[src/sv/stds_pkg.sv]
// Shared types and constants for the sorted key table search block.
// Holds table sizing, command and status codes, and the controller/datapath structs.
// No dependencies.
package stds_pkg;

  localparam int TABLE_DEPTH = 256;
  localparam int ADDR_W      = $clog2(TABLE_DEPTH);
  localparam int CNT_W       = $clog2(TABLE_DEPTH + 1);
  localparam int KEY_W       = 32;
  localparam int POS_W       = 8;
  localparam int OPS_W       = 9;
  localparam int CAP_W       = 9;
  localparam int CFG_IDX_W   = 2;
  localparam int CFG_DATA_W  = 9;

  // Configuration register indexes.
  localparam logic [CFG_IDX_W-1:0] CFG_ORDERED  = 2'd0;
  localparam logic [CFG_IDX_W-1:0] CFG_METHOD   = 2'd1;
  localparam logic [CFG_IDX_W-1:0] CFG_CAPACITY = 2'd2;

  // Search methods.
  localparam logic [1:0] METH_BINARY    = 2'd0;
  localparam logic [1:0] METH_LINEAR    = 2'd1;
  localparam logic [1:0] METH_TRANSPOSE = 2'd2;

  // Request types.
  localparam logic REQ_INSERT = 1'b0;
  localparam logic REQ_SEARCH = 1'b1;

  // Result status codes.
  localparam logic [1:0] ST_OK        = 2'd0;
  localparam logic [1:0] ST_FULL      = 2'd1;
  localparam logic [1:0] ST_NOT_FOUND = 2'd2;

  // Datapath operations issued by the controller.
  localparam logic [3:0] CMD_NONE       = 4'd0;
  localparam logic [3:0] CMD_LOAD       = 4'd1;
  localparam logic [3:0] CMD_INS_APPEND = 4'd2;
  localparam logic [3:0] CMD_INS_READ   = 4'd3;
  localparam logic [3:0] CMD_INS_SHIFT  = 4'd4;
  localparam logic [3:0] CMD_INS_PUT    = 4'd5;
  localparam logic [3:0] CMD_LIN_READ   = 4'd6;
  localparam logic [3:0] CMD_LIN_CMP    = 4'd7;
  localparam logic [3:0] CMD_BIN_READ   = 4'd8;
  localparam logic [3:0] CMD_BIN_CMP    = 4'd9;
  localparam logic [3:0] CMD_SWAP_READ  = 4'd10;
  localparam logic [3:0] CMD_SWAP_WRITE = 4'd11;
  localparam logic [3:0] CMD_SWAP_PUT   = 4'd12;
  localparam logic [3:0] CMD_RESULT     = 4'd13;

  typedef struct packed {
    logic [3:0] op;
    logic [1:0] st;
  } cmd_t;

  typedef struct packed {
    logic       is_search;
    logic       full;
    logic       ordered;
    logic [1:0] method;
    logic       key_eq;
    logic       key_lt;
    logic       idx_zero;
    logic       lin_end;
    logic       bin_end;
  } stat_t;

endpackage

[src/sv/stds_ctrl.sv]
// Controller state machine for the sorted key table: sequences inserts and
// searches by issuing datapath commands. Depends on stds_pkg.
module stds_ctrl (
  input  logic            clk,
  input  logic            rst,
  input  logic            start,
  output logic            busy,
  input  stds_pkg::stat_t stat,
  output stds_pkg::cmd_t  cmd
);

  localparam logic [3:0] S_IDLE     = 4'd0;
  localparam logic [3:0] S_DISP     = 4'd1;
  localparam logic [3:0] S_INS_RD   = 4'd2;
  localparam logic [3:0] S_INS_CMP  = 4'd3;
  localparam logic [3:0] S_LIN_RD   = 4'd4;
  localparam logic [3:0] S_LIN_CMP  = 4'd5;
  localparam logic [3:0] S_BIN_RD   = 4'd6;
  localparam logic [3:0] S_BIN_CMP  = 4'd7;
  localparam logic [3:0] S_SWAP_RD  = 4'd8;
  localparam logic [3:0] S_SWAP_WR  = 4'd9;
  localparam logic [3:0] S_SWAP_PUT = 4'd10;
  localparam logic [3:0] S_DONE     = 4'd11;

  logic [3:0] state;
  logic [3:0] state_next;

  assign busy = (state != S_IDLE);

  always_comb begin
    state_next = state;
    cmd.op     = stds_pkg::CMD_NONE;
    cmd.st     = stds_pkg::ST_OK;
    case (state)
      S_IDLE: begin
        if (start) begin
          cmd.op     = stds_pkg::CMD_LOAD;
          state_next = S_DISP;
        end
      end
      S_DISP: begin
        if (stat.is_search) begin
          state_next = (stat.method == stds_pkg::METH_BINARY) ? S_BIN_RD : S_LIN_RD;
        end else if (stat.full) begin
          cmd.op     = stds_pkg::CMD_RESULT;
          cmd.st     = stds_pkg::ST_FULL;
          state_next = S_IDLE;
        end else if (!stat.ordered) begin
          cmd.op     = stds_pkg::CMD_INS_APPEND;
          state_next = S_DONE;
        end else begin
          state_next = S_INS_RD;
        end
      end
      S_INS_RD: begin
        if (stat.idx_zero) begin
          cmd.op     = stds_pkg::CMD_INS_PUT;
          state_next = S_DONE;
        end else begin
          cmd.op     = stds_pkg::CMD_INS_READ;
          state_next = S_INS_CMP;
        end
      end
      S_INS_CMP: begin
        // The entry below moves up while it is larger than the new key.
        if (stat.key_lt) begin
          cmd.op     = stds_pkg::CMD_INS_SHIFT;
          state_next = S_INS_RD;
        end else begin
          cmd.op     = stds_pkg::CMD_INS_PUT;
          state_next = S_DONE;
        end
      end
      S_LIN_RD: begin
        if (stat.lin_end) begin
          cmd.op     = stds_pkg::CMD_RESULT;
          cmd.st     = stds_pkg::ST_NOT_FOUND;
          state_next = S_IDLE;
        end else begin
          cmd.op     = stds_pkg::CMD_LIN_READ;
          state_next = S_LIN_CMP;
        end
      end
      S_LIN_CMP: begin
        cmd.op = stds_pkg::CMD_LIN_CMP;
        if (!stat.key_eq) begin
          state_next = S_LIN_RD;
        end else if (stat.method == stds_pkg::METH_TRANSPOSE && !stat.idx_zero) begin
          state_next = S_SWAP_RD;
        end else begin
          state_next = S_DONE;
        end
      end
      S_SWAP_RD: begin
        cmd.op     = stds_pkg::CMD_SWAP_READ;
        state_next = S_SWAP_WR;
      end
      S_SWAP_WR: begin
        cmd.op     = stds_pkg::CMD_SWAP_WRITE;
        state_next = S_SWAP_PUT;
      end
      S_SWAP_PUT: begin
        cmd.op     = stds_pkg::CMD_SWAP_PUT;
        state_next = S_DONE;
      end
      S_BIN_RD: begin
        if (stat.bin_end) begin
          cmd.op     = stds_pkg::CMD_RESULT;
          cmd.st     = stds_pkg::ST_NOT_FOUND;
          state_next = S_IDLE;
        end else begin
          cmd.op     = stds_pkg::CMD_BIN_READ;
          state_next = S_BIN_CMP;
        end
      end
      S_BIN_CMP: begin
        cmd.op     = stds_pkg::CMD_BIN_CMP;
        state_next = stat.key_eq ? S_DONE : S_BIN_RD;
      end
      S_DONE: begin
        cmd.op     = stds_pkg::CMD_RESULT;
        cmd.st     = stds_pkg::ST_OK;
        state_next = S_IDLE;
      end
      default: begin
        state_next = S_IDLE;
      end
    endcase
  end

  always_ff @(posedge clk) begin
    if (rst) begin
      state <= S_IDLE;
    end else begin
      state <= state_next;
    end
  end

  a_start_busy: assert property (@(posedge clk) disable iff (rst)
    (start && !busy) |=> busy)
    else $error("accepted request did not make the block busy");

  a_idle_after_result: assert property (@(posedge clk) disable iff (rst)
    $fell(busy) |-> $past(cmd.op == stds_pkg::CMD_RESULT))
    else $error("request finished without issuing a result");

  a_load_only_idle: assert property (@(posedge clk) disable iff (rst)
    (cmd.op == stds_pkg::CMD_LOAD) |-> (state == S_IDLE && start))
    else $error("request loaded outside idle");

endmodule

[config.mk]
export PLATFORM = sky130hd
export DESIGN_NAME = stds_ctrl
export DESIGN_NICKNAME = d
export VERILOG_FILES = /design/src/sv/stds_pkg.sv /design/src/sv/stds_ctrl.sv
export SDC_FILE = /design/constraint.sdc
export NUM_CORES = 1
export LEC_CHECK = 0
export BUFFER_PORTS_ARGS = -buffer_cell sky130_fd_sc_hd__buf_2
export CAP_MARGIN = 10
export CELL_PAD_IN_SITES_DETAIL_PLACEMENT = 1
export CELL_PAD_IN_SITES_GLOBAL_PLACEMENT = 1
export CORE_MARGIN = 3
export CORE_UTILIZATION = 34
export DETAILED_ROUTE_END_ITERATION = 7
export PLACE_DENSITY = 0.92
export RECOVER_POWER = 50
export REMOVE_ABC_BUFFERS = 1
export SYNTH_ARGS = -nofsm -noshare
export SYNTH_HDL_FRONTEND = slang
export SYNTH_SLANG_ARGS = --single-unit
[constraint.sdc]
create_clock -name clk -period 2.05 [get_ports clk]
set_input_delay 0.205 -clock clk [delete_from_list [all_inputs] [get_ports clk]]
set_output_delay 0.205 -clock clk [all_outputs]
set_load 0.02 [all_outputs]
==> metrics.txt <==
# TYPE chip_impl_metric gauge
chip_impl_info{name="result_of_the_run",value="complete, no violations"} 1
chip_impl_metric{name="detailedRoute.firstPassIterationCount",unit=""} 4
chip_impl_info{name="r2r-start",value="state[2]"} 1
chip_impl_metric{name="power.share.sequential",unit=""} 0.268
chip_impl_metric{name="vias",unit=""} 612
chip_impl_metric{name="drc",unit=""} 0
chip_impl_info{name="final_cell_mix",value="buf_2, nand2b_1, a21oi_1, nor2b_1"} 1
chip_impl_metric{name="dieHeight",unit="um"} 44.8
chip_impl_metric{name="initial_core_util",unit=""} 0.378
chip_impl_metric{name="die-width",unit="um"} 44.8
chip_impl_metric{name="global_route.overflow_total",unit=""} 0
chip_impl_metric{name="power.share.switching",unit=""} 0.409
chip_impl_metric{name="routed_wirelength",unit="um"} 1580
chip_impl_metric{name="power.internal",unit="mW"} 0.232
chip_impl_metric{name="synthAdderAreaFrac",unit=""} 0
chip_impl_metric{name="finalWorstPathRequiredPeriod",unit="ns"} 1.81
chip_impl_metric{name="cts_setup_buffers",unit=""} 0
chip_impl_metric{name="power_density",unit="nW/um^2"} 614
chip_impl_metric{name="rrSetupSlack",unit="ns"} 0.60
chip_impl_info{name="final_common_cell",value="buf_2"} 1
chip_impl_info{name="largestRegisters",value="state x4"} 1
chip_impl_metric{name="synth_cells",unit=""} 71
chip_impl_metric{name="clock_power_share",unit=""} 0.264
chip_impl_metric{name="synthesized_area_fraction_occupied_by_ao_oa_aoi_and_oai_cells",unit=""} 0.360
chip_impl_metric{name="clock_sinks",unit=""} 4
chip_impl_info{name="ctsRootBufferMaster",value="clkbuf_4"} 1
chip_impl_info{name="timing.critical_path.max_delay_family",value="flip-flops"} 1
chip_impl_metric{name="yosysWarnings",unit=""} 0
chip_impl_metric{name="synth.top_cell.area_share",unit=""} 0.157
chip_impl_metric{name="post_synth_xor_area_fraction",unit=""} 0
chip_impl_metric{name="num-fill-cells",unit=""} 181
chip_impl_metric{name="drt_iter0_markers",unit=""} 3
chip_impl_metric{name="clock_insertion_delay_worst_skew",unit="ns"} 0.24
chip_impl_metric{name="clock_path_buffers",unit=""} 2
chip_impl_metric{name="crit_arrival",unit="ns"} 1.60
chip_impl_metric{name="via_count_of_the_first_global_routing_pass",unit=""} 577
chip_impl_metric{name="critical_path_peak_fanout",unit=""} 15
chip_impl_metric{name="multiInputGateArea",unit="um^2"} 393
chip_impl_metric{name="maxSlewHeadroom",unit=""} 0.794
chip_impl_metric{name="portBuffers",unit=""} 19
chip_impl_metric{name="antenna_left",unit=""} 0
chip_impl_metric{name="grt_pass1_wl",unit="um"} 2590
chip_impl_info{name="crit_end_element",value="primary output"} 1
chip_impl_metric{name="maxClockFrequency",unit="GHz"} 0.554
chip_impl_metric{name="irDropWorstVdd",unit="uV"} 193
chip_impl_metric{name="wl_per_cell",unit="um"} 15.0
chip_impl_metric{name="area_delta_synth_final",unit="%"} 25.5
chip_impl_metric{name="final.period_utilization",unit=""} 0.881
chip_impl_metric{name="timing.max_cap.violations",unit=""} 0
chip_impl_metric{name="transition_time_at_the_pin_with_the_least_slew_margin",unit="ns"} 0.306
chip_impl_info{name="whs_endpoint",value="state[3]"} 1
chip_impl_metric{name="synth.area.mux_share",unit=""} 0
chip_impl_metric{name="cts_inserted_buffers",unit=""} 3
chip_impl_metric{name="total_inserted_antenna_cells",unit=""} 0
chip_impl_metric{name="coreArea",unit="um^2"} 1350
chip_impl_info{name="synth_area_leader_cell",value="dfxtp_1"} 1
chip_impl_metric{name="drive_gt1_frac",unit=""} 0.333
chip_impl_info{name="slowest_stage",value="dfxtp_2"} 1
chip_impl_metric{name="final-hold-violation-count",unit=""} 0
chip_impl_metric{name="number_of_flip_flops_under_the_largest_register_name",unit=""} 4
chip_impl_metric{name="worst-r2r-cell-count",unit=""} 5
chip_impl_metric{name="timing.critical_path.buf_inv",unit=""} 1
chip_impl_info{name="timing.hold.worst.class",value="primary input to register"} 1
chip_impl_metric{name="final_critical_path_setup_slack",unit="ns"} 0.243
chip_impl_metric{name="finalSetupTns",unit="ns"} 0
chip_impl_metric{name="synthesis.area",unit="um^2"} 510
chip_impl_metric{name="grt_max_degree",unit=""} 19
chip_impl_metric{name="grt_antenna_before_repair",unit=""} 0
chip_impl_metric{name="count_of_endpoints_failing_setup_in_the_final_report",unit=""} 0
chip_impl_metric{name="clock_tree.htree_level_count",unit=""} 1
chip_impl_info{name="clock_tree_from_tritoncts",value="done"} 1
chip_impl_metric{name="critical_path.max_stage_delay",unit="ns"} 0.47
chip_impl_info{name="synthTopCellsByArea",value="dfxtp_1, nand2b_1, nor2b_1, a21oi_1, a31oi_1"} 1
chip_impl_metric{name="rows",unit=""} 13
chip_impl_info{name="top_register",value="state"} 1
chip_impl_info{name="main_combinational_cell_family_by_area_after_synthesis",value="simple AND/OR/NAND/NOR gates"} 1
chip_impl_metric{name="dp_worst_setup_slack",unit="ns"} 0.363
chip_impl_info{name="class_of_the_most_critical_setup_path",value="register to primary output"} 1
chip_impl_metric{name="synthSimpleGateAreaFrac",unit=""} 0.400
chip_impl_metric{name="synth-seq-cells",unit=""} 4
chip_impl_info{name="cp_cell_sequence",value="nand2b_1, nor4_4, a31oi_1, o221ai_1, buf_2"} 1
chip_impl_info{name="worst_flop_to_flop_path_endpoint",value="state[1]"} 1
chip_impl_metric{name="p_leak",unit="nW"} 0.292
chip_impl_metric{name="boundaryPins",unit=""} 20
chip_impl_metric{name="post_drt_via_cell_ratio",unit=""} 5.83
chip_impl_metric{name="net_count_reported_at_finish",unit=""} 105
chip_impl_metric{name="ys_types",unit=""} 33
chip_impl_metric{name="die_outline_area",unit="um^2"} 2000
chip_impl_metric{name="power_switching",unit="mW"} 0.161
chip_impl_metric{name="timing_max_transition_violations_final",unit=""} 0
chip_impl_metric{name="seqCellArea",unit="um^2"} 82.6
chip_impl_metric{name="worst_hold_stages",unit=""} 3
chip_impl_metric{name="comb_power_share",unit=""} 0.467
chip_impl_metric{name="gpl.final_weighted_congestion",unit=""} 0.850
chip_impl_metric{name="clock_skew_after_layout",unit="ns"} 0.00586
chip_impl_metric{name="global_route.usage.total",unit=""} 0.176
chip_impl_info{name="worst_setup_path_startpoint",value="state[1]"} 1
chip_impl_info{name="critical_hold_path_startpoint",value="rst"} 1
chip_impl_info{name="critical_path.startpoint_type",value="register"} 1
chip_impl_metric{name="post_dp_hpwl",unit="um"} 1190
chip_impl_metric{name="yosysSeqAreaShare",unit=""} 0.157
chip_impl_metric{name="clk_pin_slew",unit="ns"} 0.04
chip_impl_info{name="rsz0062_at_grt",value="no"} 1
chip_impl_metric{name="critical_path_required",unit="ns"} 1.85
chip_impl_metric{name="post_synth.cell_area_avg",unit="um^2"} 7.19
-- power groups by stage --
stage               combinational (mW)  clock [mW]  sequential [mW]
finish                           0.184       0.104            0.106
global route                     0.204       0.120            0.108
CTS                              0.187       0.112            0.104
detailed placement               0.186           0            0.106
global placement                 0.180           0            0.105
floorplan                        0.115           0            0.109
-- per-stage QoR --
stage | instance area [um^2] | util | hold slack, ns | cells | total power, mW
5_1_grt | 641 | 0.475 | 0.252 | 105 | 0.432
6_report | 641 | 0.475 | 0.237 | 105 | 0.393
2_1_floorplan | 475 | - | 0.390 | 65 | 0.224
4_1_cts | 634 | 0.470 | 0.232 | 105 | 0.403
3_3_place_gp | 612 | 0.453 | 0.495 | 102 | 0.285
3_5_place_dp | 612 | 0.453 | 0.498 | 102 | 0.292
-- synthesized netlist by cell type, drive strengths merged --
cell type  count
nand2b         8
a21oi          6
buf            5
nor2b          5
o21ai          5
a31oi          4
dfxtp          4
nor2           4
or3            3
a211o          2
a211oi         2
a21o           2
inv            2
nand2          2
nor3b          2
or4            2
a21boi         1
a22oi          1
a2bb2oi        1
and2b          1
clkbuf         1
nand3b         1
nor3           1
nor4           1
nor4b          1
o221ai         1
o22ai          1
o31ai          1
o32ai          1
-- kinds of logic after synthesis --
| logic type | Yosys count |
|---|---|
| buffers and inverters | 8 |
| AO/OA/AOI/OAI | 28 |
| flip-flops | 4 |
| AND/OR/NAND/NOR | 31 |
-- worst register-to-register path, delay by kind of cell (launching register included) --
| kind | cells | cell delay [ns] |
|---|---|---|
| AOI/OAI and AO/OA | 2 | 0.19 |
| buffers and inverters | 1 | 0.19 |
| DFF | 1 | 0.31 |
| and+or+nand+nor | 2 | 0.61 |
-- layer usage --
metal  GRT usage  vias to the layer above  part of all wire
met5           0                        -                 0
met4      0.0904                        0             0.010
met3      0.0637                        3             0.073
met2       0.249                       22              0.49
met1       0.230                      284              0.43
li1            -                      303                 -
-- worst max-delay path by stage --
stage	slack, ns	cells past startpoint	endpoint
2_1_floorplan	0.17	4	cmd[2]
3_3_place_gp	0.34	5	cmd[4]
3_5_place_dp	0.36	5	cmd[4]
4_1_cts	0.09	5	cmd[4]
5_1_grt	0.08	5	cmd[2]
6_report	0.24	5	cmd[4]
-- what timing repair did --
action,in CTS,in global routing
hold endpoints to repair,0,0
gates resized for setup,0,3
hold buffers,0,0
setup endpoints to repair,0,2
-- final cells by class --
cell class | instances | share of cell area
clock buffers | 3 | 0.0352
inverters | 2 | 0.0117
multi-input cells | 59 | 0.613
flip-flops and latches | 4 | 0.129
well taps | 15 | 0.0293
repair buffers | 22 | 0.182
(Power assumes the default switching activity.)
